`config.mk`:
```
export PLATFORM = sky130hd
export DESIGN_NAME = pad_change_event_scanner_core
export DESIGN_NICKNAME = d
export VERILOG_FILES = /design/src/rtl/core/pces_pkg.sv /design/src/rtl/core/pces_ctrl.sv /design/src/rtl/core/pces_dp.sv /design/src/rtl/core/pad_change_event_scanner_core.sv
export VERILOG_INCLUDE_DIRS = /design/src /design/src/rtl/core
export SDC_FILE = /design/constraint.sdc
export NUM_CORES = 1
export LEC_CHECK = 0
export BUFFER_PORTS_ARGS = -buffer_cell sky130_fd_sc_hd__buf_2
export CAP_MARGIN = 0
export CORE_ASPECT_RATIO = 1.1
export CORE_MARGIN = 1.5
export CORE_UTILIZATION = 60
export CTS_CLUSTER_DIAMETER = 80
export CTS_CLUSTER_SIZE = 8
export DETAILED_ROUTE_END_ITERATION = 8
export PLACE_DENSITY = 0.83
export SLEW_MARGIN = 40
export SYNTH_ARGS = -nofsm -noshare
export SYNTH_HDL_FRONTEND = slang
export SYNTH_SLANG_ARGS = --single-unit
```
`constraint.sdc`:
```
create_clock -name clk -period 7.2 [get_ports clk]
set_input_delay 0.36 -clock clk [delete_from_list [all_inputs] [get_ports clk]]
set_output_delay 0.36 -clock clk [all_outputs]
set_load 0.05 [all_outputs]
```
`src/rtl/core/pad_change_event_scanner_core_macros.svh`:
```
// Assertion macros for the pad change event scanner.
// Used by the datapath; needs a clk and rst in scope.
`ifndef PAD_CHANGE_EVENT_SCANNER_CORE_MACROS_SVH
`define PAD_CHANGE_EVENT_SCANNER_CORE_MACROS_SVH

// Checked at every edge, including while reset is high.
`define PCES_ALWAYS(lbl, prop, msg) \
  lbl: assert property (@(posedge clk) prop) else $error(msg);

// Checked only outside reset.
`define PCES_CHECK(lbl, prop, msg) \
  lbl: assert property (@(posedge clk) disable iff (rst) prop) else $error(msg);

`endif

```
`src/rtl/core/pces_pkg.sv`:
```
// Shared constants and types for the pad change event scanner.
// Used by the controller, the datapath and the top level; no dependencies.
package pces_pkg;

  localparam int NUM_SEATS   = 4;
  localparam int NUM_BUTTONS = 12;
  localparam int NUM_AXES    = 6;
  localparam int START_BIT   = 5;
  localparam int DIV_STEPS   = 16;

  localparam logic [15:0] AXIS_FULL   = 16'd32767;
  localparam logic [7:0]  STICK_TOP   = 8'd127;
  localparam logic [7:0]  TRIGGER_TOP = 8'd255;

  localparam logic [6:0] MAIN_DZ_RESET = 7'd12;
  localparam logic [6:0] SUB_DZ_RESET  = 7'd16;
  localparam logic [7:0] TRIG_DZ_RESET = 8'd20;

  // Scan slots: buttons first, then axes, then the join check.
  localparam logic [4:0] SLOT_FIRST_AXIS = 5'd12;
  localparam logic [4:0] SLOT_JOIN       = 5'd18;
  localparam logic [2:0] LAST_AXIS       = 3'd5;

  localparam logic [1:0] REG_MAIN_DZ = 2'd0;
  localparam logic [1:0] REG_SUB_DZ  = 2'd1;
  localparam logic [1:0] REG_TRIG_DZ = 2'd2;

  localparam logic [1:0] KIND_BUTTON = 2'd0;
  localparam logic [1:0] KIND_AXIS   = 2'd1;
  localparam logic [1:0] KIND_JOIN   = 2'd2;

  typedef struct packed {
    logic       load;
    logic       prep;
    logic       step;
    logic       store;
    logic       scan;
    logic       flush;
    logic [2:0] axis;
    logic [4:0] slot;
  } cmd_t;

  typedef struct packed {
    logic go;
    logic flush_done;
  } sts_t;

endpackage

```
`src/rtl/core/pces_ctrl.sv`:
```
// Sequencer of the pad change event scanner: axis filtering, then the scan.
// Depends on pces_pkg.
module pces_ctrl (
  input  logic           clk,
  input  logic           rst,
  input  logic           in_valid,
  output logic           in_ready,
  input  pces_pkg::sts_t sts,
  output pces_pkg::cmd_t cmd
);

  typedef enum logic [2:0] {
    ST_IDLE, ST_PREP, ST_DIV, ST_STORE, ST_SCAN, ST_FLUSH
  } state_t;

  state_t     state;
  logic [2:0] axis;
  logic [3:0] bitcnt;
  logic [4:0] slot;

  always_ff @(posedge clk) begin
    if (rst) begin
      state  <= ST_IDLE;
      axis   <= '0;
      bitcnt <= '0;
      slot   <= '0;
    end else begin
      case (state)
        ST_IDLE: begin
          if (in_valid) begin
            state <= ST_PREP;
            axis  <= '0;
          end
        end
        ST_PREP: begin
          state  <= ST_DIV;
          bitcnt <= '0;
        end
        ST_DIV: begin
          bitcnt <= bitcnt + 4'd1;
          if (bitcnt == 4'(pces_pkg::DIV_STEPS - 1)) state <= ST_STORE;
        end
        ST_STORE: begin
          if (axis == pces_pkg::LAST_AXIS) begin
            state <= ST_SCAN;
            slot  <= '0;
          end else begin
            axis  <= axis + 3'd1;
            state <= ST_PREP;
          end
        end
        ST_SCAN: begin
          if (sts.go) begin
            if (slot == pces_pkg::SLOT_JOIN) state <= ST_FLUSH;
            else slot <= slot + 5'd1;
          end
        end
        ST_FLUSH: begin
          if (sts.flush_done) state <= ST_IDLE;
        end
        default: state <= ST_IDLE;
      endcase
    end
  end

  assign in_ready = (state == ST_IDLE);

  always_comb begin
    cmd       = '0;
    cmd.load  = (state == ST_IDLE) && in_valid;
    cmd.prep  = (state == ST_PREP);
    cmd.step  = (state == ST_DIV);
    cmd.store = (state == ST_STORE);
    cmd.scan  = (state == ST_SCAN);
    cmd.flush = (state == ST_FLUSH);
    cmd.axis  = axis;
    cmd.slot  = slot;
  end

endmodule

```
`src/rtl/core/pces_dp.sv`:
```
// Datapath of the pad change event scanner: poll registers, axis filter with
// a restoring divider, per-seat reported state and the output stage.
// Depends on pces_pkg and pad_change_event_scanner_core_macros.svh.
`include "pad_change_event_scanner_core_macros.svh"

module pces_dp (
  input  logic              clk,
  input  logic              rst,
  input  pces_pkg::cmd_t    cmd,
  output pces_pkg::sts_t    sts,
  input  logic              cfg_write,
  input  logic [1:0]        cfg_index,
  input  logic [7:0]        cfg_data,
  input  logic [1:0]        seat,
  input  logic              pad_present,
  input  logic [11:0]       button_bits,
  input  logic [7:0]        main_x,
  input  logic [7:0]        main_y,
  input  logic [7:0]        sub_x,
  input  logic [7:0]        sub_y,
  input  logic [7:0]        trigger_left,
  input  logic [7:0]        trigger_right,
  input  logic              session_active,
  input  logic              seat_taken,
  output logic              out_valid,
  input  logic              out_ready,
  output logic [1:0]        event_kind,
  output logic [1:0]        event_seat,
  output logic [3:0]        event_index,
  output logic signed [15:0] event_value,
  output logic              last_event
);

  localparam int AX_DEPTH = pces_pkg::NUM_SEATS * pces_pkg::NUM_AXES;

  logic [6:0] main_dz;
  logic [6:0] sub_dz;
  logic [7:0] trig_dz;

  logic [1:0]  p_seat;
  logic        p_present;
  logic        p_seat_ok;
  logic [11:0] p_buttons;
  logic [7:0]  p_raw [pces_pkg::NUM_AXES];
  logic        p_session;
  logic        p_taken;

  // A seat that is not connected always holds zero reported state, so an
  // absent pad only reports releases when the seat was connected before.
  logic [11:0] rep_btn    [pces_pkg::NUM_SEATS];
  logic [15:0] rep_axes   [AX_DEPTH];
  logic        start_held [pces_pkg::NUM_SEATS];
  logic [15:0] axis_new   [pces_pkg::NUM_AXES];

  logic [7:0]  rem;
  logic [15:0] num;
  logic [15:0] quo;
  logic [7:0]  span_r;
  logic        zero_f;
  logic        full_f;
  logic        neg_f;

  logic        pend_valid;
  logic [1:0]  pend_kind;
  logic [3:0]  pend_index;
  logic [15:0] pend_value;

  // Axis set-up for the axis the controller points at.
  logic [7:0]  raw8;
  logic [7:0]  dz8;
  logic        is_trig;
  logic [7:0]  mag8;
  logic [7:0]  span8;
  logic [7:0]  amt;
  logic [22:0] numer;
  logic        zero_c;
  logic        full_c;

  always_comb begin
    raw8    = p_raw[cmd.axis];
    is_trig = (cmd.axis >= 3'd4);
    if (cmd.axis < 3'd2)      dz8 = {1'b0, main_dz};
    else if (cmd.axis < 3'd4) dz8 = {1'b0, sub_dz};
    else                      dz8 = trig_dz;
    if (is_trig) begin
      mag8   = raw8;
      span8  = pces_pkg::TRIGGER_TOP - dz8;
      zero_c = (mag8 < dz8) || (dz8 == pces_pkg::TRIGGER_TOP);
      full_c = 1'b0;
    end else begin
      mag8   = raw8[7] ? 8'(-raw8) : raw8;
      span8  = pces_pkg::STICK_TOP - dz8;
      zero_c = (mag8 <= dz8);
      full_c = (dz8 == pces_pkg::STICK_TOP);
    end
    zero_c = zero_c || !p_present;
    amt    = mag8 - dz8;
    numer  = ({15'd0, amt} << 15) - {15'd0, amt};
  end

  // One restoring division step.
  logic [8:0] trial;
  logic       ge;
  assign trial = {rem, num[15]};
  assign ge    = (trial >= {1'b0, span_r});

  logic [15:0] mag_q;
  logic [15:0] mag_final;
  assign mag_q     = (quo > pces_pkg::AXIS_FULL) ? pces_pkg::AXIS_FULL : quo;
  assign mag_final = zero_f ? 16'd0 : (full_f ? pces_pkg::AXIS_FULL : mag_q);

  // Scan slot evaluation.
  logic [3:0]  bidx;
  logic [2:0]  aslot;
  logic [4:0]  aidx;
  logic        newbit;
  logic        start_now;
  logic        hit;
  logic [1:0]  hit_kind;
  logic [3:0]  hit_index;
  logic [15:0] hit_value;
  logic        out_free;

  always_comb begin
    bidx      = cmd.slot[3:0];
    aslot     = 3'(cmd.slot - pces_pkg::SLOT_FIRST_AXIS);
    aidx      = 5'(p_seat) * 5'(pces_pkg::NUM_AXES) + 5'(aslot);
    newbit    = p_present & p_buttons[bidx];
    start_now = p_buttons[pces_pkg::START_BIT];
    hit       = 1'b0;
    hit_kind  = pces_pkg::KIND_BUTTON;
    hit_index = '0;
    hit_value = '0;
    if (cmd.slot < pces_pkg::SLOT_FIRST_AXIS) begin
      hit       = (rep_btn[p_seat][bidx] != newbit);
      hit_index = bidx;
      hit_value = {15'd0, newbit};
    end else if (cmd.slot < pces_pkg::SLOT_JOIN) begin
      hit       = (rep_axes[aidx] != axis_new[aslot]);
      hit_kind  = pces_pkg::KIND_AXIS;
      hit_index = {1'b0, aslot};
      hit_value = axis_new[aslot];
    end else begin
      hit      = p_present && (p_seat != 2'd0) && start_now && !start_held[p_seat]
                 && p_session && !p_taken;
      hit_kind = pces_pkg::KIND_JOIN;
    end
    hit = hit && p_seat_ok;
  end

  assign out_free       = !out_valid || out_ready;
  assign sts.go         = !hit || !pend_valid || out_free;
  assign sts.flush_done = !pend_valid || out_free;

  logic commit;
  logic push_scan;
  logic push_flush;
  assign commit     = cmd.scan && sts.go && p_seat_ok;
  assign push_scan  = cmd.scan && sts.go && hit && pend_valid;
  assign push_flush = cmd.flush && pend_valid && out_free;

  always_ff @(posedge clk) begin
    if (rst) begin
      main_dz    <= pces_pkg::MAIN_DZ_RESET;
      sub_dz     <= pces_pkg::SUB_DZ_RESET;
      trig_dz    <= pces_pkg::TRIG_DZ_RESET;
      pend_valid <= 1'b0;
      out_valid  <= 1'b0;
      for (int s = 0; s < pces_pkg::NUM_SEATS; s++) begin
        rep_btn[s]    <= '0;
        start_held[s] <= 1'b0;
      end
      for (int k = 0; k < AX_DEPTH; k++) rep_axes[k] <= '0;
    end else begin
      if (cfg_write) begin
        case (cfg_index)
          pces_pkg::REG_MAIN_DZ: main_dz <= cfg_data[6:0];
          pces_pkg::REG_SUB_DZ:  sub_dz  <= cfg_data[6:0];
          pces_pkg::REG_TRIG_DZ: trig_dz <= cfg_data;
          default: ;
        endcase
      end

      if (commit) begin
        if (cmd.slot < pces_pkg::SLOT_FIRST_AXIS) begin
          rep_btn[p_seat][bidx] <= newbit;
        end else if (cmd.slot < pces_pkg::SLOT_JOIN) begin
          rep_axes[aidx] <= axis_new[aslot];
        end else if (p_present && (p_seat != 2'd0)) begin
          start_held[p_seat] <= start_now;
        end
      end

      if (out_valid && out_ready) out_valid <= 1'b0;
      if (push_scan || push_flush) out_valid <= 1'b1;

      if (cmd.scan && sts.go && hit) pend_valid <= 1'b1;
      else if (push_flush) pend_valid <= 1'b0;
    end
  end

  // Payload registers.
  always_ff @(posedge clk) begin
    if (cmd.load) begin
      p_seat    <= seat;
      p_seat_ok <= (4'(seat) < 4'(pces_pkg::NUM_SEATS));
      p_present <= pad_present;
      p_buttons <= button_bits;
      p_raw[0]  <= main_x;
      p_raw[1]  <= main_y;
      p_raw[2]  <= sub_x;
      p_raw[3]  <= sub_y;
      p_raw[4]  <= trigger_left;
      p_raw[5]  <= trigger_right;
      p_session <= session_active;
      p_taken   <= seat_taken;
    end
    if (cmd.prep) begin
      rem    <= {1'b0, numer[22:16]};
      num    <= numer[15:0];
      quo    <= '0;
      span_r <= span8;
      zero_f <= zero_c;
      full_f <= full_c && !zero_c;
      // Y axes are reported with up negative; triggers carry no sign.
      neg_f  <= !is_trig && (raw8[7] ^ cmd.axis[0]);
    end
    if (cmd.step) begin
      rem <= ge ? 8'(trial - {1'b0, span_r}) : trial[7:0];
      num <= {num[14:0], 1'b0};
      quo <= {quo[14:0], ge};
    end
    if (cmd.store) begin
      axis_new[cmd.axis] <= neg_f ? 16'(-mag_final) : mag_final;
    end
    if (cmd.scan && sts.go && hit) begin
      pend_kind  <= hit_kind;
      pend_index <= hit_index;
      pend_value <= hit_value;
    end
    if (push_scan || push_flush) begin
      event_kind  <= pend_kind;
      event_seat  <= p_seat;
      event_index <= pend_index;
      event_value <= pend_value;
      last_event  <= push_flush;
    end
  end

  `PCES_CHECK(a_flush_empties, (cmd.flush && sts.flush_done) |=> !pend_valid, "word left pending after flush")
  `PCES_CHECK(a_join_is_last, (out_valid && event_kind == pces_pkg::KIND_JOIN) |-> last_event, "join request not last word")
  `PCES_CHECK(a_div_span, cmd.store |-> (zero_f || full_f || span_r != 8'd0), "division by zero span")
  `PCES_ALWAYS(a_reset_idle, rst |=> !pend_valid && !out_valid, "output stage busy after reset")

endmodule

```
`src/rtl/core/pad_change_event_scanner_core.sv`:
```
// Pad change event scanner: one poll in, zero to nineteen change words out.
// Axis filtering runs first (six axes in turn through one 16-step restoring
// divider), then the 19 scan slots are walked in order plus a flush, stalling
// whenever a word is waiting on a busy output.
// A new poll is taken only after the previous one has been fully scanned.
// Reset (rst, synchronous) clears all seat state and loads the dead zone defaults.
module pad_change_event_scanner_core (
  input  logic               clk,
  input  logic               rst,
  input  logic               cfg_write,
  input  logic [1:0]         cfg_index,
  input  logic [7:0]         cfg_data,
  input  logic               in_valid,
  output logic               in_ready,
  input  logic [1:0]         seat,
  input  logic               pad_present,
  input  logic [11:0]        button_bits,
  input  logic signed [7:0]  main_x,
  input  logic signed [7:0]  main_y,
  input  logic signed [7:0]  sub_x,
  input  logic signed [7:0]  sub_y,
  input  logic [7:0]         trigger_left,
  input  logic [7:0]         trigger_right,
  input  logic               session_active,
  input  logic               seat_taken,
  output logic               out_valid,
  input  logic               out_ready,
  output logic [1:0]         event_kind,
  output logic [1:0]         event_seat,
  output logic [3:0]         event_index,
  output logic signed [15:0] event_value,
  output logic               last_event
);

  pces_pkg::cmd_t cmd;
  pces_pkg::sts_t sts;

  pces_ctrl u_ctrl (
    .clk      (clk),
    .rst      (rst),
    .in_valid (in_valid),
    .in_ready (in_ready),
    .sts      (sts),
    .cmd      (cmd)
  );

  pces_dp u_dp (
    .clk            (clk),
    .rst            (rst),
    .cmd            (cmd),
    .sts            (sts),
    .cfg_write      (cfg_write),
    .cfg_index      (cfg_index),
    .cfg_data       (cfg_data),
    .seat           (seat),
    .pad_present    (pad_present),
    .button_bits    (button_bits),
    .main_x         (main_x),
    .main_y         (main_y),
    .sub_x          (sub_x),
    .sub_y          (sub_y),
    .trigger_left   (trigger_left),
    .trigger_right  (trigger_right),
    .session_active (session_active),
    .seat_taken     (seat_taken),
    .out_valid      (out_valid),
    .out_ready      (out_ready),
    .event_kind     (event_kind),
    .event_seat     (event_seat),
    .event_index    (event_index),
    .event_value    (event_value),
    .last_event     (last_event)
  );

endmodule

```
==> out/qor.yml <==
finish:
  diodes: 0
  seq_area_um2: 25590
  fin_nets: 3175
  drive_above_1_share_pct: 22.52
  fill_cells: 4224
  syn_to_final_growth_pct: 14.08
  multi_input_area_um2: 13290
clock_network:
  cts_buffers: 118
  root_buffer: "clkbuf_16"
  cts_tree: "done"
  h-tree-depth: 3
  cts_buffer_depth: 3
  cts_setup_buffers: 0
  cts.sinks: 867
  clk_pin_slew_ns: 0.05
  worst_skew_pair.late_latency_ns: 0.69
sta:
  max_slew_margin_pct: 37.48
  min_period_ns: 6.766
  max_slew.worst_pin.slew_ns: 0.9378
  finClkSkew_ns: 0.03242
  slew_viol_final: 0
  hold_viol: 0
  fin_setup_tns_ns: 0
  hold_ws_ns: 0.1403
  max_freq_mhz: 147.8
  post-route-period-util_pct: 93.97
  setup_violations: 0
  rsz0062_at_grt: "false"
critical_path:
  worstSetupStartpointType: "flop"
  ff2ff_setup_slack_ns: 0.43
  path_class: "reg -> reg"
  worst-path-max-fanout: 36
  reg2reg_from: "u_dp.p_seat[0]$_DFFE_PP_"
  worst-endpoint-required_ns: 7.69
  crit_start: "u_dp.p_seat[0]$_DFFE_PP_"
  end_kind: "flop"
  ff2ff_path_depth: 16
  crit_arrival_ns: 7.26
  r2r_end: "u_dp.rep_axes[8][14]$_SDFFCE_PN0P_"
  crit_end: "u_dp.rep_axes[8][14]$_SDFFCE_PN0P_"
floorplan:
  placementRows: 99
  core-area_um2: 66150
  initial_utilization_pct: 60.49
  ios: 107
  dieWidth_um: 249.2
  die_y_um: 273.8
  dieArea_um2: 68250
logic_synthesis:
  synth_fa_ha_area_share_pct: 1.589
  synth_top_area_cell: "edfxtp_1"
  seq_area_frac_synth_pct: 63.94
  synth_top_family_by_area: "simple AND/OR/NAND/NOR gates"
  async_reset_ff_share_pct: 0
  synthSimpleGateAreaFrac_pct: 12.12
  yosys_most_used_dff: "edfxtp_1"
  synthTopCellsByArea: "edfxtp_1 (62%), mux4_2 (6.8%), nor3_1 (3.9%), mux2i_1 (2.7%), nor2_1 (2.3%)"
  yosysMostFrequentCell: "edfxtp_1"
  synth-xor-area-share_pct: 0.9632
  synth_edf_count: 822
  synth.distinct_cells: 86
  yosys.area.top_type_share_pct: 61.69
  synthTopCellsByCount: "edfxtp_1 (822), nor3_1 (308), nor2_1 (246)"
  synth_area_per_cell_um2: 13.89
  yosysWarnings: 0
  synthesis.area_um2: 40010
  muxShareOfSynthArea_pct: 11.35
  synthesis.nets: 3010
  synth_seq_cells: 867
  syn_inst: 2881
  synth-compound-area-share_pct: 6.555
power_and_ir_drop:
  cellLeakagePower_nw: 15.76
  p_per_area_nw_per_um2: 275.5
  ir_worst_vdd_v: 0.0002117
route:
  first_pass_iters: 6
  drt_iter0_drc: 3379
  routed_wl_mm: 110.9
  wl_per_cell_um: 28.08
  vias_per_cell: 6.867
  drt.antenna.violating_nets: 0
  route.detailed.drc: 0
  num_vias: 27120
grt:
  overflow: 0
  grt_max_degree: 97
  track_usage_pct: 32.50
  grt_pass1_wl_mm: 166.3
  antenna_found_initial: 1
  grt_pass1_vias: 27510
hold_path:
  hold_depth: 5
  min_path_type: "in -> reg"
flow_run:
  max_cap_violations: 0
placed_design:
  place_congestion: 0.9718
  dp_hpwl_mm: 67.27
  numPortBuffers: 106
outcome:
  status: "finished clean"
-- cells by family (layout without fill, tap and decap cells) --
family,count (synthesis),in the layout
AO/OA/AOI/OAI,374,374
XOR/XNOR,44,44
adder cells (fa/ha/maj),49,49
buffers and inverters,310,520
flip-flops,867,867
multiplexers,295,295
AND/OR/NAND/NOR,942,942
-- registers in the layout, indices dropped and copies added (netlist names), 3 cells and up, named ones only --
| register | cells |
|---|---|
| u_dp.start_held | 4 |
| u_dp.axis_new | 96 |
| u_dp.sub_dz | 7 |
| u_dp.rep_axes | 512 |
| u_ctrl.axis | 3 |
| u_dp.event_index | 4 |
| u_dp.p_raw | 48 |
| u_dp.pend_index | 4 |
| u_ctrl.bitcnt | 4 |
| u_dp.span_r | 8 |
| u_ctrl.slot | 5 |
| u_dp.trig_dz | 8 |
| u_dp.p_buttons | 12 |
| u_dp.quo | 16 |
| u_dp.rem | 8 |
| u_dp.num | 16 |
| u_dp.main_dz | 7 |
| u_dp.event_value | 16 |
| u_ctrl.state | 3 |
| u_dp.rep_btn | 48 |
| u_dp.pend_value | 16 |
-- cells in the final DEF (no fill, tap or decap), types with 33 or more instances in the layout --
cell,netlist,final
edfxtp_1,822,822
nor3_1,308,304
nor2_1,246,239
nand2_1,125,122
mux4_2,120,120
clkbuf_16,0,118
mux2i_1,109,109
buf_4,27,108
buf_2,44,106
dlygate4sd3_1,0,73
mux2_2,65,65
inv_1,56,56
nor3_2,52,56
a21oi_1,56,45
ha_1,46,45
o21ai_0,69,44
o22ai_1,42,42
dfxtp_1,45,42
clkbuf_1,157,38
xnor2_1,37,37
nand3_1,33,33
-- worst max-delay path: stages (launching register included) --
cell and delay, ns:
edfxtp_1 0.60, inv_1 0.23, ha_1 0.40, fa_4 1.13, buf_4 0.38, mux4_2 0.27, nor2_1 0.05, o22ai_1 0.44
o2111ai_1 0.25, xnor2_1 0.20, nor3b_1 0.63, and4_1 0.35, a21bo_1 0.16, buf_4 0.35, nand4_4 0.43, buf_4 0.44
nor3_1 0.22
-- layout make-up --
type	count	share of cell area, %
Multi-Input combinational cell	1704	29.11
Clock buffer	156	6.782
Tap cell	858	2.352
Clock inverter	9	0.3289
Inverter	59	0.4852
Timing Repair Buffer	296	4.882
Sequential cell	867	56.06
-- layer usage --
metal / part of all wire (%) / track usage (%) / up-vias
met5: 0.012 / 0 / -
met4: 6.0 / 19.24 / 2
met3: 11 / 6.866 / 404
met2: 49 / 54.08 / 1933
met1: 34 / 39.52 / 13360
li1: - / - / 11420
-- power breakdown --
part,leakage (nW),internal [W],switching [W]
clock network,1.56,0.00295,0.00203
registers,8.43,0.00581,0.000127
logic,5.76,0.000614,0.00105
total,15.8,0.00937,0.00321
-- through the flow --
step | util (%) | worst slack, ns | cells | area, um2 | total power (W)
6_report | 69.01 | 0.4341 | 3949 | 45650 | 0.01258
5_1_grt | 69.01 | 0.3671 | 3949 | 45650 | 0.01292
4_1_cts | 68.96 | 0.8455 | 3949 | 45610 | 0.01253
3_5_place_dp | 62.94 | 0.8760 | 3711 | 41630 | 0.007585
3_3_place_gp | 62.84 | 1.066 | 3709 | 41570 | 0.007512
2_1_floorplan | - | 0.9001 | 2881 | 40010 | 0.007096
-- repair_timing --
action	CTS	global route
hold buffers	73	0
hold endpoints to repair	88	0
resized for setup	0	0
-- worst min path at each step --
stage | end | slack (ns) | from
finish | u_ctrl.state[0]$_SDFFE_PP0P_ | 0.14 | in_valid
global route | u_ctrl.state[0]$_SDFFE_PP0P_ | 0.17 | in_valid
CTS | u_ctrl.state[0]$_SDFFE_PP0P_ | 0.12 | in_valid
detailed placement | u_dp.event_index[1]$_DFFE_PP_ | 0.41 | u_dp.pend_index[1]$_DFFE_PP_
global placement | u_dp.event_value[4]$_DFFE_PP_ | 0.40 | u_dp.pend_value[4]$_SDFFCE_PP0P_
floorplan | u_dp.event_index[0]$_DFFE_PP_ | 0.40 | u_dp.pend_index[0]$_DFFE_PP_
(Power assumes the default switching activity.)
